==> src/rtl/grdda_pkg.sv <==
// Package for the grid ray DDA stepper: payload structs, register indexes,
// controller states and the command/status structs between controller and datapath.
// No dependencies.
package grdda_pkg;

    localparam int MAP_CELLS_DEF = 256;
    localparam int FRAC_BITS_DEF = 16;
    localparam int REG_IDX_W = 3;
    localparam int CFG_DATA_W = 24;
    localparam int DIV_NUM_W = 33;
    localparam int DIV_CNT_W = 6;

    localparam logic [REG_IDX_W-1:0] REG_PLAYER_X = 3'd0;
    localparam logic [REG_IDX_W-1:0] REG_PLAYER_Y = 3'd1;
    localparam logic [REG_IDX_W-1:0] REG_DIR_X = 3'd2;
    localparam logic [REG_IDX_W-1:0] REG_DIR_Y = 3'd3;
    localparam logic [REG_IDX_W-1:0] REG_PLANE_X = 3'd4;
    localparam logic [REG_IDX_W-1:0] REG_PLANE_Y = 3'd5;
    localparam logic [REG_IDX_W-1:0] REG_WIDTH = 3'd6;

    localparam logic [11:0] WIDTH_RESET = 12'd1920;

    typedef struct packed {
        logic        kind;
        logic [11:0] column;
    } in_item_t;

    typedef struct packed {
        logic [7:0]         cell_x;
        logic [7:0]         cell_y;
        logic               face;
        logic [31:0]        dist_x;
        logic [31:0]        dist_y;
        logic [31:0]        delta_x;
        logic [31:0]        delta_y;
        logic signed [19:0] ray_x;
        logic signed [19:0] ray_y;
    } out_item_t;

    typedef enum logic [3:0] {
        ST_IDLE,
        ST_CAM_DIV,
        ST_CAM_WAIT,
        ST_RAY_MUL,
        ST_RAY_SUM,
        ST_DX_DIV,
        ST_DX_WAIT,
        ST_DY_DIV,
        ST_DY_WAIT,
        ST_SIDE_MUL,
        ST_SIDE_SAT,
        ST_STEP,
        ST_OUT
    } state_t;

    typedef enum logic [1:0] {
        DIV_CAM,
        DIV_DX,
        DIV_DY
    } div_sel_t;

    typedef struct packed {
        logic     latch_in;
        logic     div_start;
        div_sel_t div_sel;
        logic     cam_store;
        logic     ray_mul;
        logic     ray_sum;
        logic     dx_store;
        logic     dy_store;
        logic     side_mul;
        logic     side_sat;
        logic     step;
    } dp_cmd_t;

    typedef struct packed {
        logic kind;
        logic div_done;
    } dp_stat_t;

endpackage

==> src/rtl/grdda_ctrl.sv <==
// Controller state machine for the grid ray DDA stepper.
// Depends on grdda_pkg.
module grdda_ctrl (
    input  logic                   clk,
    input  logic                   rst_n,
    input  logic                   in_valid,
    output logic                   in_stall,
    output logic                   out_valid,
    input  logic                   out_stall,
    input  grdda_pkg::dp_stat_t    stat,
    output grdda_pkg::dp_cmd_t     cmd
);

    grdda_pkg::state_t state_reg, state_next;

    always_ff @(posedge clk or negedge rst_n)
    begin
        if (!rst_n)
        begin
            state_reg <= grdda_pkg::ST_IDLE;
        end
        else
        begin
            state_reg <= state_next;
        end
    end

    always_comb
    begin
        state_next = state_reg;
        cmd = '0;
        cmd.div_sel = grdda_pkg::DIV_CAM;
        in_stall = 1'b1;
        out_valid = 1'b0;
        unique case (state_reg)
            grdda_pkg::ST_IDLE:
            begin
                in_stall = 1'b0;
                if (in_valid)
                begin
                    cmd.latch_in = 1'b1;
                    state_next = grdda_pkg::ST_CAM_DIV;
                end
            end
            grdda_pkg::ST_CAM_DIV:
            begin
                if (stat.kind)
                begin
                    state_next = grdda_pkg::ST_STEP;
                end
                else
                begin
                    cmd.div_start = 1'b1;
                    state_next = grdda_pkg::ST_CAM_WAIT;
                end
            end
            grdda_pkg::ST_CAM_WAIT:
            begin
                if (stat.div_done)
                begin
                    cmd.cam_store = 1'b1;
                    state_next = grdda_pkg::ST_RAY_MUL;
                end
            end
            grdda_pkg::ST_RAY_MUL:
            begin
                cmd.ray_mul = 1'b1;
                state_next = grdda_pkg::ST_RAY_SUM;
            end
            grdda_pkg::ST_RAY_SUM:
            begin
                cmd.ray_sum = 1'b1;
                state_next = grdda_pkg::ST_DX_DIV;
            end
            grdda_pkg::ST_DX_DIV:
            begin
                cmd.div_start = 1'b1;
                cmd.div_sel = grdda_pkg::DIV_DX;
                state_next = grdda_pkg::ST_DX_WAIT;
            end
            grdda_pkg::ST_DX_WAIT:
            begin
                if (stat.div_done)
                begin
                    cmd.dx_store = 1'b1;
                    state_next = grdda_pkg::ST_DY_DIV;
                end
            end
            grdda_pkg::ST_DY_DIV:
            begin
                cmd.div_start = 1'b1;
                cmd.div_sel = grdda_pkg::DIV_DY;
                state_next = grdda_pkg::ST_DY_WAIT;
            end
            grdda_pkg::ST_DY_WAIT:
            begin
                if (stat.div_done)
                begin
                    cmd.dy_store = 1'b1;
                    state_next = grdda_pkg::ST_SIDE_MUL;
                end
            end
            grdda_pkg::ST_SIDE_MUL:
            begin
                cmd.side_mul = 1'b1;
                state_next = grdda_pkg::ST_SIDE_SAT;
            end
            grdda_pkg::ST_SIDE_SAT:
            begin
                cmd.side_sat = 1'b1;
                state_next = grdda_pkg::ST_OUT;
            end
            grdda_pkg::ST_STEP:
            begin
                cmd.step = 1'b1;
                state_next = grdda_pkg::ST_OUT;
            end
            grdda_pkg::ST_OUT:
            begin
                out_valid = 1'b1;
                if (!out_stall)
                begin
                    state_next = grdda_pkg::ST_IDLE;
                end
            end
            default:
            begin
                state_next = grdda_pkg::ST_IDLE;
            end
        endcase
    end

`ifndef SYNTHESIS
    a_one_item: assert property (@(posedge clk) disable iff (!rst_n)
        out_valid |-> in_stall)
        else $error("input taken while a result is pending");
    a_div_wait: assert property (@(posedge clk) disable iff (!rst_n)
        cmd.div_start |=> (state_reg == grdda_pkg::ST_CAM_WAIT
            || state_reg == grdda_pkg::ST_DX_WAIT || state_reg == grdda_pkg::ST_DY_WAIT))
        else $error("divider started outside a wait sequence");
    a_out_hold: assert property (@(posedge clk) disable iff (!rst_n)
        (out_valid && out_stall) |=> out_valid)
        else $error("result dropped while stalled");
`endif

endmodule

==> config.mk <==
export PLATFORM = sky130hd
export DESIGN_NAME = grdda_ctrl
export DESIGN_NICKNAME = d
export VERILOG_FILES = /design/src/rtl/grdda_pkg.sv /design/src/rtl/grdda_ctrl.sv
export SDC_FILE = /design/constraint.sdc
export NUM_CORES = 1
export LEC_CHECK = 0
export BUFFER_PORTS_ARGS = -buffer_cell sky130_fd_sc_hd__buf_4
export CAP_MARGIN = 30
export CORE_AREA = 5 5 42 44
export CTS_BUF_LIST = sky130_fd_sc_hd__clkbuf_16
export DETAILED_ROUTE_END_ITERATION = 8
export DIE_AREA = 0 0 47 49
export PLACE_DENSITY_LB_ADDON = 0.2
export SYNTH_ARGS = -nofsm -noshare
export SYNTH_HDL_FRONTEND = slang
export SYNTH_SLANG_ARGS = --single-unit
==> constraint.sdc <==
create_clock -name clk -period 1.3 [get_ports clk]
set_clock_uncertainty 0.15 [all_clocks]
set_input_delay 0.065 -clock clk [delete_from_list [all_inputs] [get_ports clk]]
set_output_delay 0.065 -clock clk [all_outputs]
set_load 0.05 [all_outputs]
==> impl_metrics.yaml, run 1 <==
sta:
  period_minus_slack_ns: 1.61
  timing.final.max_slew_violations: 0
  finalHoldViolations: 0
  final_period_util: 1.24
  finalSetupViolCount: 18
  highest_clock_rate_ghz: 0.622
  rsz_0062_raised_after_global_routing: "true"
  slew_headroom: 0.828
  final.hold.worst_slack_ns: 0.0253
  timing.final.ws_setup_ns: -0.309
  worst_pin_slew_ns: 0.257
setup_path:
  worst_setup_path_start_kind: "flop"
  number_of_cells_on_the_worst_reg_to_reg_path: 5
  worstSetupEndpointType: "output port"
  cp.arrival_ns: 1.39
  r2r_slack_ns: -0.13
  path_buf_inv: 3
  timing.setup.critical_path_class: "flop to output port"
  critPathTopFamily: "buffers and inverters"
  stage_delay_of_the_slowest_cell_on_the_critical_path_ns: 0.48
  cp_cell_sequence: "buf_2, buf_4, nor3_4, buf_6"
  standard_cell_with_the_maximum_stage_delay_on_the_critical_path: "dfrtp_2"
  crit_fanout: 8
  critPathRequiredTime_ns: 1.09
  r2r_start: "state_reg[2]"
  worstReg2RegEnd: "state_reg[3]"
synthesis:
  syn_inst: 58
  synth.yosys.warnings: 0
  yosysTopAreaCell: "dfrtp_1"
  ys_seq_elements: 4
  yosysSeqAreaShare: 0.262
  synthDominantCellAreaShare: 0.262
  area_contributors_post_synth: "dfrtp_1, nand2b_1, nor2_1, nor3_1, o21ai_1"
  syn-cell-area_um2: 382
  synth.avg_cell_area_um2: 6.58
  synth.distinct_cells: 18
  synth_fp_nets: 64
grt:
  grt_util_all_layers: 0.193
  first_global_vias: 690
  gr_overflow_total: 0
  grt_start_max_net_pins: 14
  grt_antenna_before_repair: 0
  first_pass_grt_wire_length_mm: 3.24
clock_network:
  clk_pin_slew_ns: 0.03
  cts-root-buf: "clkbuf_16"
  clk-insertion-delay-late_ns: 0.22
  tritoncts: "done"
  cts-root-to-sink-buffers: 2
  cts_made_buffers: 3
  clock_tree.htree_level_count: 1
  numClockSinks: 4
worst_hold_path:
  worst_hold_path.endpoint: "state_reg[0]"
  min_from: "stat[1]"
  hold_path_depth: 3
  hold_class: "input port to flop"
placed_design:
  gp_congestion: 0.749
  port_buffers: 19
  post-dp-hpwl_mm: 1.14
  detailed_place.area_um2: 787
  pre_cts_ws_ns: -0.147
power:
  vdd_ir_drop_max_v: 0.00238
  report.power.total_mw: 3.46
  leakagePower_nw: 0.528
  power.density_cell_area_nw_per_um2: 2920
routing:
  wirelength_mm: 1.92
  wl_cell_um: 15.4
  detailedRoute.firstIterationViolations: 11
  vias: 613
  final_antenna_net_count: 0
  post-route-drc-count: 0
  drt-pass1-iter-count: 4
  vias_per_cell: 4.90
finish:
  n_antenna_cell: 0
  design_area_um2: 1180
  finish.net_count: 117
  final_layout_size_suffix_gt1_frac: 0.780
  final.fill_count: 80
  area_overhead_vs_synth_pct: 210
  number_of_flip_flops_in_the_largest_register: 4
  fin_util: 0.846
floorplan:
  ioPinCount: 20
  dieHeight_um: 49
  core.rowCount: 14
  design.die.area_um2: 2300
  core_um2: 1400
  floorplan.die.width_um: 47
  floorplan.initialDensity: 0.272
status:
  violations: "setup timing"
  status: "finished, violations left"
job:
  maxCapViolations: 0
[placed cells by master (no fill, tap or decap), types with 3 or more instances in the layout]
| cell type | count |
|---|---|
| buf_4 | 21 |
| buf_6 | 25 |
| buf_8 | 4 |
| clkbuf_16 | 3 |
| nand2_1 | 4 |
| nand2b_4 | 6 |
| nor2_4 | 8 |
| nor3_4 | 4 |
| o21ai_0 | 3 |
[how the worst max path moves through the flow]
| stage | start | slack, ns | end | cells past startpoint |
|---|---|---|---|---|
| floorplan | state_reg[0] | -0.14 | cmd[4] | 3 |
| global placement | state_reg[1] | -0.14 | cmd[2] | 4 |
| detailed placement | state_reg[1] | -0.15 | cmd[2] | 4 |
| CTS | state_reg[1] | -0.28 | cmd[11] | 3 |
| global route | state_reg[2] | -0.35 | cmd[6] | 4 |
| finish | state_reg[2] | -0.31 | cmd[7] | 4 |
[what timing repair did]
action | CTS | global route
setup buffers | 11 | 2
gates resized for setup | 48 | 10
setup endpoints to repair | 18 | 18
pin swaps | 12 | 6
hold buffers | 1 | 0
hold endpoints to repair | 4 | 0
[routing by layer]
layer / share of wire / GRT usage / up-vias / wire, µm
met5: 0 / 0 / - / 0
met4: 0 / 0.0415 / 0 / 0
met3: 0.037 / 0.0369 / 0 / 72
met2: 0.57 / 0.346 / 18 / 1100
met1: 0.39 / 0.224 / 292 / 748
li1: - / - / 303 / -
[area by class of cell]
type / count / area [µm²] / area share
Timing Repair Buffer: 52 / 514 / 0.434
Multi-Input combinational cell: 50 / 473 / 0.399
Sequential cell: 4 / 103 / 0.0866
Clock buffer: 3 / 75.1 / 0.0634
Tap cell: 16 / 20.0 / 0.0169
[logic make-up after synthesis]
logic type / Yosys count / synth area share
flops: 4 / 0.262
compound gates: 11 / 0.151
mux: 1 / 0.0262
buf+inv: 4 / 0.0492
simple gates: 38 / 0.511
[through the flow]
step | instances | TNS (ns)
6_report | 125 | -3.17
5_1_grt | 125 | -4.08
4_1_cts | 124 | -3.18
3_5_place_dp | 109 | -1.28
3_3_place_gp | 109 | -1.00
2_1_floorplan | 58 | -0.712
[Yosys cell counts, drive strengths merged]
library cell / number
nor3: 4
a21oi: 3
o21ai: 7
nand3: 2
nand3b: 2
dfrtp: 4
clkbuf: 1
nor3b: 1
nand2: 5
nand2b: 8
nor2b: 1
and3: 2
or4b: 1
nor2: 12
o211ai: 1
buf: 3
mux2i: 1
[worst reg2reg max path: cells and delay by family (launching register included)]
family	cells	cell delay (ns)
compound gates	2	0.30
buf+inv	1	0.21
flops	1	0.49
mux	1	0.06
simple gates	1	0.11
[report_power, final]
group          switching, mW  leakage, nW  internal (mW)  total, mW
Sequential             0.132       0.0474          0.192      0.324
Combinational           1.33        0.444           1.33       2.66
Clock                 0.0838       0.0370          0.393      0.477
Total                   1.54        0.528           1.92       3.46
Power figures use the tool's default switching activity.
==> run 2: changes to the inputs <==
--- a/config.mk
+++ b/config.mk
@@ -5,7 +5,7 @@
 export SDC_FILE = /design/constraint.sdc
 export NUM_CORES = 1
 export LEC_CHECK = 0
-export BUFFER_PORTS_ARGS = -buffer_cell sky130_fd_sc_hd__buf_4
+export BUFFER_PORTS_ARGS = -buffer_cell sky130_fd_sc_hd__buf_2
 export CAP_MARGIN = 30
 export CORE_AREA = 5 5 42 44
 export CTS_BUF_LIST = sky130_fd_sc_hd__clkbuf_16
==> run 2 against run 1 <==
The flow still finishes with violations (setup timing). Sequential power about the same. Critical path type is now flop to flop. Combinational power shrank 15%. First-iteration DRC count is 9.1% higher. Final area is 8.9% lower. Hold slack improved by 0.0041 ns. Fmax increased by 7.7%. Largest power group unchanged. Via count decreased by 4.4%. Utilization shrank 7.5 points. Non-clock buffer count decreased by 3.
==> impl_metrics.yaml, run 2 (synthesis gave the netlist of run 1 again) <==
power:
  report.power.total_mw: 3.06
  power_frac_seq: 0.106
  portion_of_total_power_attributed_to_the_clock_network: 0.156
  power.density_cell_area_nw_per_um2: 2830
  leakagePower_nw: 0.489
  vdd_ir_drop_max_v: 0.00187
  combPwrFrac: 0.737
  power.switching_mw: 1.37
  power.internal_mw: 1.69
  power.share.switching: 0.446
setup_path:
  worst_setup_path_start_kind: "flop"
  critPathRequiredTime_ns: 1.25
  stage_delay_of_the_slowest_cell_on_the_critical_path_ns: 0.45
  path_buf_inv: 1
  cp.arrival_ns: 1.44
  cp_cell_sequence: "buf_4, or4b_1, nand3_2, o21ai_1"
  timing.setup.critical_path_class: "flop to flop"
  standard_cell_with_the_maximum_stage_delay_on_the_critical_path: "or4b_1"
  crit_fanout: 7
  critPathTopFamily: "simple AND/OR/NAND/NOR gates"
  r2r_slack_ns: -0.19
  worstSetupEndpointType: "flop"
finish:
  final_layout_size_suffix_gt1_frac: 0.726
  finish.cell_count_without_fillers: 122
  final_common_cell: "buf_6"
  mostFrequentLayoutCells: "buf_6, buf_4, nor2_4, buf_2"
  design_area_um2: 1080
  number_of_flip_flops_in_the_largest_register: 4
  final.fill_count: 93
  n_antenna_cell: 0
  finish.net_count: 114
  area_overhead_vs_synth_pct: 183
sta:
  timing.final.ws_setup_ns: -0.194
  slew_headroom: 0.871
  final.hold.worst_slack_ns: 0.0295
  period_minus_slack_ns: 1.49
  final_period_util: 1.15
  highest_clock_rate_ghz: 0.670
  timing.final.max_slew_violations: 0
  finalSetupViolCount: 17
  finalHoldViolations: 0
  worst_pin_slew_ns: 0.192
  rsz_0062_raised_after_global_routing: "true"
floorplan:
  core.rowCount: 14
  core_um2: 1400
  design.die.area_um2: 2300
  floorplan.initialDensity: 0.272
  floorplan.die.width_um: 47
  ioPinCount: 20
  dieHeight_um: 49
routing:
  vias_per_cell: 4.80
  wirelength_mm: 1.62
  detailedRoute.firstIterationViolations: 12
  vias: 586
  final_antenna_net_count: 0
  wl_cell_um: 13.3
  drt-pass1-iter-count: 4
  post-route-drc-count: 0
clock_network:
  numClockSinks: 4
  clk-insertion-delay-late_ns: 0.22
  cts_made_buffers: 3
  tritoncts: "done"
  clk_pin_slew_ns: 0.03
  cts-root-buf: "clkbuf_16"
  clock_tree.htree_level_count: 1
  cts-root-to-sink-buffers: 2
placed_design:
  pre_cts_ws_ns: -0.180
  post-dp-hpwl_mm: 1.02
  port_buffers: 19
  dp_cells: 107
  gp_congestion: 0.766
  detailed_place.area_um2: 724
status:
  status: "finished, violations left"
  violations: "setup timing"
grt:
  grt_antenna_before_repair: 0
  met3_track_usage_gr: 0.0627
  first_global_vias: 657
  grt.met1_usage: 0.155
  first_pass_grt_wire_length_mm: 2.66
  grt-busiest-layer: "met2"
  global_route.usage.met2: 0.274
  grt_util_all_layers: 0.159
  grt_start_max_net_pins: 12
  gr_overflow_total: 0
worst_hold_path:
  hold_class: "input port to asynchronous set/reset pin"
job:
  maxCapViolations: 0
-- run 2: cell types whose count changed in the layout (fill, tap and decap cells not counted), moves of 2 or more --
cell	change
dfrtp_2	+2
nor2_4	-3
nand2b_4	-3
nand2_4	+2
buf_6	-4
nor2_1	+2
o21ai_1	+2
buf_4	-2
buf_2	+4
buf_8	-2
o21ai_2	-2
dfrtp_1	-2
nand2b_1	+2
-- run 2: worst paths after layout --
path	cells past startpoint	end	startpoint
hold reg to reg	2	state_reg[2]	state_reg[2]
min in group clk	4	state_reg[3]	stat[0]
hold / removal	2	state_reg[3]	rst_n
max in group asynchronous	2	state_reg[2]	rst_n
setup reg to reg	4	state_reg[3]	state_reg[1]
setup / recovery	4	state_reg[3]	state_reg[1]
-- run 2: area by class of cell --
| type | instances | area [µm²] | area share |
|---|---|---|---|
| flip-flops and latches | 4 | 105 | 0.0973 |
| repair buffers | 49 | 454 | 0.421 |
| well taps | 16 | 20.0 | 0.0185 |
| multi-input cells | 50 | 425 | 0.394 |
| clock buffers | 3 | 75.1 | 0.0695 |
-- run 2: layer usage --
metal  up-vias  routed length [µm]
li1        295                   -
met1       268                 616
met2        21                 887
met3         2                  93
met4         0                  23
met5         -                   0
-- run 2: power by group through the flow --
stage          registers (mW)  clock network (mW)  logic, mW
5_1_grt                 0.342               0.503       2.40
4_1_cts                 0.343               0.485       2.10
3_5_place_dp            0.330                   0       1.63
3_3_place_gp            0.333                   0       1.61
2_1_floorplan           0.250                   0       1.23
6_report                0.325               0.478       2.26
-- run 2: what timing repair did --
| action | CTS | global route |
|---|---|---|
| hold buffers | 2 | 0 |
| pin swaps | 4 | 3 |
| resized for setup | 49 | 9 |
| buffers inserted | 8 | 2 |
| endpoints found under the hold margin | 5 | 0 |
| endpoints found under the setup margin | 18 | 18 |
-- run 2: worst register-to-register path, stage by stage (launching register included) --
cell and delay, ns:
dfrtp_2 0.43, buf_4 0.17, or4b_1 0.45, nand3_2 0.09
o21ai_1 0.07
-- run 2: stage by stage --
stage	TNS [ns]	util
after global routing	-3.60	0.771
after detailed placement	-2.12	0.517
after CTS	-2.62	0.738
final	-2.63	0.771
after global placement	-2.20	0.517
after floorplan	-0.712	-
==> run 3: changes to the inputs <==
--- a/config.mk
+++ b/config.mk
@@ -11,6 +11,7 @@
 export CTS_BUF_LIST = sky130_fd_sc_hd__clkbuf_16
 export DETAILED_ROUTE_END_ITERATION = 8
 export DIE_AREA = 0 0 47 49
+export HOLD_SLACK_MARGIN = 0.15
 export PLACE_DENSITY_LB_ADDON = 0.2
 export SYNTH_ARGS = -nofsm -noshare
 export SYNTH_HDL_FRONTEND = slang
==> run 3 against run 2 <==
The run still ends with setup timing left. Sequential share of layout area decreased by 0.72 points. Clock-buffer cell count did not move. Global-route usage up 1.2 points. Power rose by 7.0%. Critical path type is now flop to output port. Critical endpoint is now cmd[4].
==> impl_metrics.yaml, run 3 (synthesis gave the netlist of run 1 again) <==
status:
  status: "finished, violations left"
  violations: "setup timing"
placed_design:
  dp_cells: 107
  post-dp-hpwl_mm: 1.02
  port_buffers: 19
  gp_congestion: 0.766
floorplan:
  core_um2: 1400
  floorplan.initialDensity: 0.272
  ioPinCount: 20
  core.rowCount: 14
  floorplan.die.width_um: 47
  design.die.area_um2: 2300
  dieHeight_um: 49
clock_network:
  cts-root-buf: "clkbuf_16"
  numClockSinks: 4
  clk-insertion-delay-late_ns: 0.22
  tritoncts: "done"
  clock_tree.htree_level_count: 1
  cts-root-to-sink-buffers: 2
  cts_made_buffers: 3
  clk_pin_slew_ns: 0.03
finish:
  finish.net_count: 121
  mostFrequentLayoutCells: "buf_6, buf_4, nor2_4"
  final_layout_size_suffix_gt1_frac: 0.743
  fin_util: 0.832
  area_overhead_vs_synth_pct: 206
  n_antenna_cell: 0
  final_common_cell: "buf_6"
  final.fill_count: 81
  number_of_flip_flops_in_the_largest_register: 4
  finish.cell_count_without_fillers: 129
sta:
  finalSetupViolCount: 18
  worst_pin_slew_ns: 0.258
  period_minus_slack_ns: 1.53
  highest_clock_rate_ghz: 0.655
  timing.final.ws_setup_ns: -0.228
  rsz_0062_raised_after_global_routing: "true"
  slew_headroom: 0.826
  finalHoldViolations: 0
  timing.final.max_slew_violations: 0
  final.hold.worst_slack_ns: 0.156
  final_period_util: 1.18
grt:
  grt_util_all_layers: 0.171
  first_pass_grt_wire_length_mm: 2.82
  first_global_vias: 663
  grt_antenna_before_repair: 0
  gr_overflow_total: 0
  grt_start_max_net_pins: 12
routing:
  post-route-drc-count: 0
  drt-pass1-iter-count: 2
  vias: 640
  wl_cell_um: 15.1
  vias_per_cell: 4.96
  wirelength_mm: 1.95
  detailedRoute.firstIterationViolations: 3
  final_antenna_net_count: 0
setup_path:
  critPathRequiredTime_ns: 1.09
  timing.setup.critical_path_class: "flop to output port"
  crit_fanout: 6
  cp.arrival_ns: 1.31
  worst_setup_path_start_kind: "flop"
  worstSetupEndpointType: "output port"
power:
  power.density_cell_area_nw_per_um2: 2810
  leakagePower_nw: 0.532
  report.power.total_mw: 3.27
  vdd_ir_drop_max_v: 0.00196
job:
  maxCapViolations: 0
worst_hold_path:
  hold_class: "input port to flop"
run 3: final timing paths:
| kind | start | slack, ns | cells past startpoint | end |
|---|---|---|---|---|
| min | in_valid | 0.16 | 5 | state_reg[0] |
| max | state_reg[3] | -0.23 | 4 | cmd[4] |
| max in group asynchronous | rst_n | 0.22 | 3 | state_reg[2] |
| min in group asynchronous | rst_n | 0.59 | 3 | state_reg[3] |
| max reg2reg | state_reg[1] | -0.10 | 3 | state_reg[3] |
| min reg2reg | state_reg[2] | 0.51 | 2 | state_reg[2] |
run 3: routing by layer:
metal | wire length, µm | vias up | GRT usage
met5 | 0 | - | 0
met4 | 38 | 0 | 0.0829
met3 | 73 | 4 | 0.0627
met2 | 1140 | 19 | 0.290
met1 | 695 | 309 | 0.177
li1 | - | 308 | -
run 3: timing repair:
| action | CTS | global route |
|---|---|---|
| pin swaps | 4 | 7 |
| gates cloned | 0 | 0 |
| endpoints found under the setup margin | 18 | 18 |
| endpoints found under the hold margin | 7 | 0 |
| gates resized for setup | 49 | 16 |
| hold buffers | 5 | 0 |
| buffers inserted | 8 | 6 |
run 3: cell type report:
cell class                      count  area (µm²)  area share
Clock buffer                        3        75.1      0.0644
Multi-Input combinational cell     50         444       0.381
Sequential cell                     4         105      0.0901
Tap cell                           16        20.0      0.0172
Timing Repair Buffer               56         522       0.447
run 3: per-stage QoR:
step | setup TNS (ns) | area, µm² | setup WS (ns)
3_3_place_gp | -2.20 | 724 | -0.187
4_1_cts | -2.62 | 1060 | -0.202
5_1_grt | -3.50 | 1170 | -0.261
6_report | -2.83 | 1170 | -0.228
2_1_floorplan | -0.712 | 518 | -0.139
3_5_place_dp | -2.12 | 724 | -0.180
run 3: worst max-delay path: stages, from the launching register on:
cell,delay (ns)
dfrtp_2,0.45
nand2b_4,0.19
buf_4,0.14
nor2_2,0.13
buf_6,0.18
run 3: report_power, final:
group	total (mW)	switching [mW]	internal (mW)
Sequential	0.336	0.138	0.197
Combinational	2.46	1.24	1.21
Clock	0.479	0.0862	0.393
